File: config.mk
export PLATFORM = sky130hd
export DESIGN_NAME = positional_list_engine_top
export DESIGN_NICKNAME = d
export VERILOG_FILES = /design/src/hw/rtl/plc_pkg.sv /design/src/hw/rtl/plc_cell.sv /design/src/hw/rtl/plc_chain.sv /design/src/hw/rtl/positional_list_engine_top.sv
export SDC_FILE = /design/constraint.sdc
export NUM_CORES = 2
export LEC_CHECK = 0
export BUFFER_PORTS_ARGS = -buffer_cell sky130_fd_sc_hd__buf_4
export CORE_MARGIN = 8
export CORE_UTILIZATION = 45
export CTS_CLUSTER_SIZE = 30
export DETAILED_ROUTE_END_ITERATION = 8
export PLACE_DENSITY = 0.7
export SLEW_MARGIN = 30
export SYNTH_ARGS = -nofsm -noshare
export SYNTH_HDL_FRONTEND = slang
export SYNTH_HIERARCHICAL = 1
export SYNTH_SLANG_ARGS = --single-unit
File: constraint.sdc
create_clock -name clk -period 13.9 [get_ports clk]
set_input_delay 1.39 -clock clk [delete_from_list [all_inputs] [get_ports clk]]
set_output_delay 1.39 -clock clk [all_outputs]
set_load 0.01 [all_outputs]
File: src/hw/rtl/plc_pkg.sv
`default_nettype none
package plc_pkg;

  localparam int DEPTH_DEF = 16;

  localparam int WORD_W = 32;
  localparam int ACT_W  = 3;
  localparam int POS_W  = 5;
  localparam int STAT_W = 2;
  localparam int CNT_W  = 5;

  // action codes
  localparam logic [ACT_W-1:0] ACT_READ_AT     = 3'd0;
  localparam logic [ACT_W-1:0] ACT_WRITE_AT    = 3'd1;
  localparam logic [ACT_W-1:0] ACT_INSERT_AT   = 3'd2;
  localparam logic [ACT_W-1:0] ACT_REMOVE_AT   = 3'd3;
  localparam logic [ACT_W-1:0] ACT_APPEND      = 3'd4;
  localparam logic [ACT_W-1:0] ACT_REMOVE_LAST = 3'd5;
  localparam logic [ACT_W-1:0] ACT_READ_LAST   = 3'd6;

  // status codes
  localparam logic [STAT_W-1:0] ST_OK    = 2'd0;
  localparam logic [STAT_W-1:0] ST_RANGE = 2'd1;
  localparam logic [STAT_W-1:0] ST_EMPTY = 2'd2;
  localparam logic [STAT_W-1:0] ST_FULL  = 2'd3;

  // operation broadcast to every cell
  typedef enum logic [2:0] {
    K_NONE,
    K_WRITE,
    K_INSERT,
    K_REMOVE,
    K_READ
  } plc_kind_t;

  typedef enum logic {
    S_IDLE,
    S_READ
  } plc_state_t;

endpackage
`default_nettype wire

File: src/hw/rtl/plc_cell.sv
`default_nettype none
module plc_cell
  import plc_pkg::*;
#(
  parameter int DEPTH = DEPTH_DEF,
  parameter int IDX   = 0,
  localparam int CW   = $clog2(DEPTH + 1)
) (
  input  wire logic              clk,
  input  wire plc_kind_t         kind,
  input  wire logic [CW-1:0]     pos,
  input  wire logic [CW-1:0]     cnt,
  input  wire logic [WORD_W-1:0] value,
  input  wire logic [WORD_W-1:0] lo_word,
  input  wire logic [WORD_W-1:0] hi_word,
  input  wire logic [WORD_W-1:0] hi_pass,
  output logic      [WORD_W-1:0] word,
  output logic      [WORD_W-1:0] pass
);

  localparam logic [CW-1:0] MY_IDX = CW'(IDX);
  localparam logic [CW-1:0] MY_P1  = CW'(IDX + 1);

  logic [WORD_W-1:0] word_r, word_nxt;
  logic [WORD_W-1:0] pass_r, pass_nxt;

  always_comb begin
    word_nxt = word_r;
    case (kind)
      K_WRITE: begin
        if (MY_IDX == pos) word_nxt = value;
      end
      K_INSERT: begin
        if (MY_IDX == pos) word_nxt = value;
        else if (MY_IDX > pos && MY_IDX <= cnt) word_nxt = lo_word;
      end
      K_REMOVE: begin
        if (MY_IDX >= pos && MY_P1 < cnt) word_nxt = hi_word;
      end
      default: word_nxt = word_r;
    endcase
    // read token moves one cell toward the head each cycle
    pass_nxt = (kind == K_READ && MY_IDX == pos) ? word_r : hi_pass;
  end

  always_ff @(posedge clk) begin
    word_r <= word_nxt;
    pass_r <= pass_nxt;
  end

  assign word = word_r;
  assign pass = pass_r;

endmodule
`default_nettype wire

File: src/hw/rtl/plc_chain.sv
`default_nettype none
module plc_chain
  import plc_pkg::*;
#(
  parameter int DEPTH = DEPTH_DEF,
  localparam int CW   = $clog2(DEPTH + 1)
) (
  input  wire logic              clk,
  input  wire plc_kind_t         kind,
  input  wire logic [CW-1:0]     pos,
  input  wire logic [CW-1:0]     cnt,
  input  wire logic [WORD_W-1:0] value,
  output logic      [WORD_W-1:0] head_pass
);

  logic [WORD_W-1:0] words  [DEPTH];
  logic [WORD_W-1:0] passes [DEPTH];

  for (genvar k = 0; k < DEPTH; k++) begin : g_cell
    logic [WORD_W-1:0] lo_w, hi_w, hi_p;
    if (k == 0) begin : g_lo_end
      assign lo_w = '0;
    end else begin : g_lo
      assign lo_w = words[k-1];
    end
    if (k == DEPTH - 1) begin : g_hi_end
      assign hi_w = '0;
      assign hi_p = '0;
    end else begin : g_hi
      assign hi_w = words[k+1];
      assign hi_p = passes[k+1];
    end
    plc_cell #(.DEPTH(DEPTH), .IDX(k)) u_cell (
      .clk    (clk),
      .kind   (kind),
      .pos    (pos),
      .cnt    (cnt),
      .value  (value),
      .lo_word(lo_w),
      .hi_word(hi_w),
      .hi_pass(hi_p),
      .word   (words[k]),
      .pass   (passes[k])
    );
  end

  assign head_pass = passes[0];

endmodule
`default_nettype wire

File: src/hw/rtl/positional_list_engine_top.sv
`default_nettype none
// positional list engine: ordered list of up to DEPTH signed 32-bit words
// input channel: in_valid/in_stall with in_action, in_position, in_value
// result channel: out_valid/out_stall with out_read_value, out_status,
//   out_count; exactly one result transfer per input transfer, in order
// write, insert, remove and append are broadcast to every cell in parallel
//   and remove_last only lowers the count; their result is registered at
//   the input transfer and offered on the next cycle, one item per cycle
//   while the output is not stalled; read_at position p and read_last
//   (p = count - 1) send the word down the cell chain one cell per cycle
//   toward the head, and the input is stalled until its result is registered
// a result that waits on out_stall sits in the output register; the next
//   item is taken as soon as the output register is free or being emptied
// reset empties the list (count zero); cell contents need no clearing
//   since no entry at or above the count is ever read
module positional_list_engine_top
  import plc_pkg::*;
#(
  parameter int DEPTH = DEPTH_DEF
) (
  input  wire logic                     clk,
  input  wire logic                     rst_n,
  input  wire logic                     in_valid,
  output logic                          in_stall,
  input  wire logic        [ACT_W-1:0]  in_action,
  input  wire logic        [POS_W-1:0]  in_position,
  input  wire logic signed [WORD_W-1:0] in_value,
  output logic                          out_valid,
  input  wire logic                     out_stall,
  output logic signed      [WORD_W-1:0] out_read_value,
  output logic             [STAT_W-1:0] out_status,
  output logic             [CNT_W-1:0]  out_count
);

  localparam int CW = $clog2(DEPTH + 1);
  localparam int IW = $clog2(DEPTH);
  // wide enough to compare position against count without wrap
  localparam int WW = ((CW > POS_W) ? CW : POS_W) + 1;
  localparam logic [WW-1:0] DEPTH_W = WW'(DEPTH);

  plc_state_t state_r, state_nxt;
  logic [CW-1:0]     fill_r, fill_nxt;
  logic [IW-1:0]     wait_r, wait_nxt;
  logic              out_valid_r, out_valid_nxt;
  logic [WORD_W-1:0] out_rd_r, out_rd_nxt;
  logic [STAT_W-1:0] out_st_r, out_st_nxt;
  logic [CW-1:0]     out_cnt_r, out_cnt_nxt;

  // decode of the offered item against the current count
  plc_kind_t         dec_kind;
  logic [STAT_W-1:0] dec_status;
  logic [CW-1:0]     dec_pos;
  logic [CW-1:0]     dec_fill;
  logic [WW-1:0]     pos_w, cnt_w;

  logic              accept, out_free;
  plc_kind_t         cell_kind;
  logic [WORD_W-1:0] head_pass;

  assign pos_w = WW'(in_position);
  assign cnt_w = WW'(fill_r);

  always_comb begin
    dec_kind   = K_NONE;
    dec_status = ST_OK;
    dec_pos    = CW'(in_position);
    dec_fill   = fill_r;
    case (in_action)
      ACT_READ_AT, ACT_WRITE_AT, ACT_REMOVE_AT: begin
        if (fill_r == '0) dec_status = ST_EMPTY;
        else if (pos_w >= cnt_w) dec_status = ST_RANGE;
        else if (in_action == ACT_READ_AT) dec_kind = K_READ;
        else if (in_action == ACT_WRITE_AT) dec_kind = K_WRITE;
        else begin
          dec_kind = K_REMOVE;
          dec_fill = fill_r - 1'b1;
        end
      end
      ACT_INSERT_AT: begin
        if (pos_w > cnt_w) dec_status = ST_RANGE;
        else if (cnt_w >= DEPTH_W) dec_status = ST_FULL;
        else begin
          dec_kind = K_INSERT;
          dec_fill = fill_r + 1'b1;
        end
      end
      ACT_APPEND: begin
        dec_pos = fill_r;
        if (cnt_w >= DEPTH_W) dec_status = ST_FULL;
        else begin
          dec_kind = K_INSERT;
          dec_fill = fill_r + 1'b1;
        end
      end
      ACT_REMOVE_LAST: begin
        if (fill_r == '0) dec_status = ST_EMPTY;
        else dec_fill = fill_r - 1'b1;
      end
      ACT_READ_LAST: begin
        dec_pos = fill_r - 1'b1;
        if (fill_r == '0) dec_status = ST_EMPTY;
        else dec_kind = K_READ;
      end
      default: dec_kind = K_NONE;
    endcase
  end

  assign out_free  = !out_valid_r || !out_stall;
  assign in_stall  = (state_r != S_IDLE) || !out_free;
  assign accept    = in_valid && !in_stall;
  assign cell_kind = accept ? dec_kind : K_NONE;

  plc_chain #(.DEPTH(DEPTH)) u_chain (
    .clk      (clk),
    .kind     (cell_kind),
    .pos      (dec_pos),
    .cnt      (fill_r),
    .value    (in_value),
    .head_pass(head_pass)
  );

  always_comb begin
    state_nxt     = state_r;
    fill_nxt      = fill_r;
    wait_nxt      = wait_r;
    out_valid_nxt = out_valid_r && out_stall;
    out_rd_nxt    = out_rd_r;
    out_st_nxt    = out_st_r;
    out_cnt_nxt   = out_cnt_r;
    case (state_r)
      S_IDLE: begin
        if (accept) begin
          fill_nxt = dec_fill;
          if (dec_kind == K_READ) begin
            // token reaches the head when wait_r has counted down from dec_pos
            state_nxt = S_READ;
            wait_nxt  = IW'(dec_pos);
          end else begin
            out_valid_nxt = 1'b1;
            out_rd_nxt    = '0;
            out_st_nxt    = dec_status;
            out_cnt_nxt   = dec_fill;
          end
        end
      end
      S_READ: begin
        if (wait_r != '0) begin
          wait_nxt = wait_r - 1'b1;
        end else if (out_free) begin
          state_nxt     = S_IDLE;
          out_valid_nxt = 1'b1;
          out_rd_nxt    = head_pass;
          out_st_nxt    = ST_OK;
          out_cnt_nxt   = fill_r;
        end
      end
      default: state_nxt = S_IDLE;
    endcase
  end

  always_ff @(posedge clk) begin
    if (!rst_n) begin
      state_r     <= S_IDLE;
      fill_r      <= '0;
      out_valid_r <= 1'b0;
    end else begin
      state_r     <= state_nxt;
      fill_r      <= fill_nxt;
      out_valid_r <= out_valid_nxt;
    end
  end

  always_ff @(posedge clk) begin
    wait_r    <= wait_nxt;
    out_rd_r  <= out_rd_nxt;
    out_st_r  <= out_st_nxt;
    out_cnt_r <= out_cnt_nxt;
  end

  assign out_valid      = out_valid_r;
  assign out_read_value = out_rd_r;
  assign out_status     = out_st_r;
  assign out_count      = CNT_W'(out_cnt_r);

endmodule
`default_nettype wire

==> out/qor.txt <==
Hold EP - u_chain/g_cell[9].u_cell/pass[16]
Startpoint class of the critical path - flop
Starting DRT DRC Count - 5,446
Setup Viol. Count Final - 0
Die width - 352 um
R2R setup slack - 7.73 ns
Least-Margin Pin Slew - 1.12 ns
Post-CTS Setup Bufs - 0
Hold path start - u_chain/g_cell[10].u_cell/pass[16]
Syn Area/Cell - 11.9 um2
Period utilization - 44.4%
Top post-synthesis cells by count - o22ai_1, edfxtp_1, dfxtp_1
Crit path arrival time - 6.51 ns
TNS Setup - 0 ns
Worst-Skew Late Latency - 0.70 ns
Worst r2r src - fill_r[1]
Final ANT Viol Nets - 0
Max_slew headroom - 23.2%
Clock tree from TritonCTS - done
RSZ-0062 raised after global routing - no
Die Area - 124,000 um2
Starting Density - 45.2%
Total iterations of the first detailed-routing run - 6
Core area - 112,000 um2
Yosys warns - 6
Area Growth Syn to Fin - 11.0%
Clock share of power - 41.4%
H-tree depth - 3
Ratio of cells with drive above 1 in the final layout - 22.3%
Post-synth top area share - 32.9%
Mapped Cells - 4,243
P_sw - 1.75 mW
Cell row count - 123
Crit Path Category - reg -> reg
Root Buffer - clkbuf_16
Clk sink count - 1,074
Status - complete, no violations
Biggest area consumer among synthesized cells - edfxtp_1
Crit path required time - 14.24 ns
FILL cells - 9,792
WHS Path Cells - 1
Routed vias - 39,568
Leak Pwr - 19.7 nW
Peak VDD IR - 0.100 mV
Most common cell in the netlist - o22ai_1
Post-route DRC - 0
Tot GR Track Use - 25.3%
Clock skew - 0.0363 ns
Largest cells by area after synthesis - edfxtp_1, dfxtp_1, o22ai_1, mux2_4, a2111oi_0
Fin nets - 4,265
Synth Cell Area - 50,700 um2
Pre-CTS setup slack - 7.27 ns
Post-CTS Hold Buffers - 0
Max_cap viols - 0
Max Slew Vio Count - 0
Pint - 5.43 mW
First-pass GRT wire length - 246 mm
Sequential fraction of the synthesis area - 53.4%
Gr ovfl total - 0
Placed insts - 5,599
Clock-pin slew on the worst setup and hold paths - 0.06 ns
Final RePlAce weighted congestion - 0.899
CTS resizes - 0
Max Fclk - 0.162 GHz
Register bit count reported by yosys - 1,074
Combinational fraction of design power - 9.9%
R2R cell count - 14
Num CTS Buffers - 109
Die Y - 352 um
Initial antenna violation count - 5
Worst r2r dst - u_chain/g_cell[13].u_cell/word[15]
Via/cell ratio - 6.81
PortBufs - 84
Drt total wl - 165 mm
HPWL Detailed - 106 mm
Final Hold Vio Count - 0
Reg power frac - 48.7%
Vias in the first global route - 37,918
FFs w/ async S/R, synth - 0%
Most used flip-flop cell after synthesis - edfxtp_1
Worst hold path type - reg -> reg
WL/cell - 28.4 um
Cell Pwr Density - 128 nW/um2
Post-synth EDFFs - 555
Pin count of the biggest net entering global routing - 157
Crit path max fanout - 156
CTS Buffer Depth - 3
Synth cell types - 97
Worst setup margin - 7.73 ns
Sw frac - 24.4%
Crit. End Element - flop
Fin crit period - 6.17 ns
Fin cells - 5,810
Ports - 85
worst max-delay path, cell delays in order, from the launching register on:
cell	delay, ns
dfxtp_1	0.30
buf_4	0.35
inv_1	0.16
ha_1	0.32
and3_1	0.18
and3_1	0.25
or3_1	0.45
nor4_4	0.26
buf_4	0.20
buf_4	0.64
buf_12	0.55
buf_4	0.82
a211oi_1	0.26
a311oi_4	0.31
buf_4	0.45
power groups by stage:
stage	Combinational, mW	Clock [mW]	Sequential, mW
after floorplan	0.446	0	3.55
after CTS	0.687	3.00	3.49
after global placement	0.668	0	3.56
after global routing	0.747	3.13	3.50
final	0.709	2.97	3.50
after detailed placement	0.684	0	3.56
logic make-up after synthesis:
kind of cell               synth area share [%]
AOI/OAI and AO/OA                          18.8
xor gates and xnor gates                  0.121
adders and majority gates                 0.197
buffers and inverters                      4.62
DFF                                        53.4
muxes                                      13.7
other                                   0.00740
and+or+nand+nor                            9.20
worst max path at each step:
| stage | start | end | slack [ns] | cells past startpoint |
|---|---|---|---|---|
| finish | fill_r[1] | u_chain/g_cell[13].u_cell/word[15] | 7.73 | 14 |
| global route | fill_r[1] | u_chain/g_cell[13].u_cell/word[21] | 7.56 | 14 |
| CTS | fill_r[1] | u_chain/g_cell[13].u_cell/word[15] | 7.98 | 14 |
| detailed placement | in_position[1] | u_chain/g_cell[13].u_cell/word[13] | 7.27 | 13 |
| floorplan | in_position[0] | u_chain/g_cell[15].u_cell/word[0] | 0.98 | 11 |
| global placement | in_position[1] | u_chain/g_cell[13].u_cell/word[13] | 7.32 | 13 |
state kept, by name (all words and copies together), names as in the netlist:
| signal | cells |
|---|---|
| out_read_value | 32 |
| out_count | 5 |
| state_r | 1 |
| out_status | 2 |
| fill_r | 5 |
| out_valid | 1 |
| wait_r | 4 |
| u_chain/g_cell.u_cell/pass | 512 |
| u_chain/g_cell.u_cell/word | 512 |
metal layers:
metal / routed length, um / part of all wire [%] / vias up / global-route usage (%)
li1: - / - / 17087 / -
met4: 10700 / 6.5 / 2 / 14.9
met5: 13 / 0.0079 / - / 0
met2: 76200 / 46 / 2639 / 40.5
met3: 14100 / 8.5 / 569 / 3.46
met1: 63800 / 39 / 19271 / 32.8
final cells by class:
class / instances / area [um2] / share of cell area, %
antenna: 2 / 5.00 / 0.00889
clock buffer: 158 / 3160 / 5.61
clock inverter: 48 / 463 / 0.823
inverter: 26 / 98.8 / 0.176
multi-input combinational: 2803 / 22000 / 39.1
sequential: 1074 / 27100 / 48.1
tap: 1500 / 1880 / 3.34
timing repair buffer: 199 / 1620 / 2.88
cell usage in the layout (no fill, tap or decap), types with 30 or more instances in the layout:
master	instances
mux2_2	144
clkbuf_16	112
edfxtp_1	555
mux2_1	70
nand2_1	48
conb_1	96
nor4_1	195
mux2_4	300
buf_4	191
o22ai_1	785
and2_1	34
nor2_1	31
dfxtp_1	519
a2111oi_0	223
nor3_1	236
nor4b_2	30
a21oi_1	308
per-stage QoR:
stage | hold slack [ns] | area, um2 | total power [mW] | util [%]
4_1_cts | 0.430 | 56200 | 7.18 | 50.1
2_1_floorplan | 0.410 | 51000 | 4.00 | -
3_5_place_dp | 0.417 | 52600 | 4.25 | 46.9
5_1_grt | 0.433 | 56300 | 7.37 | 50.2
6_report | 0.431 | 56300 | 7.18 | 50.2
3_3_place_gp | 0.416 | 52500 | 4.23 | 46.8
Power figures use the tool's default switching activity.
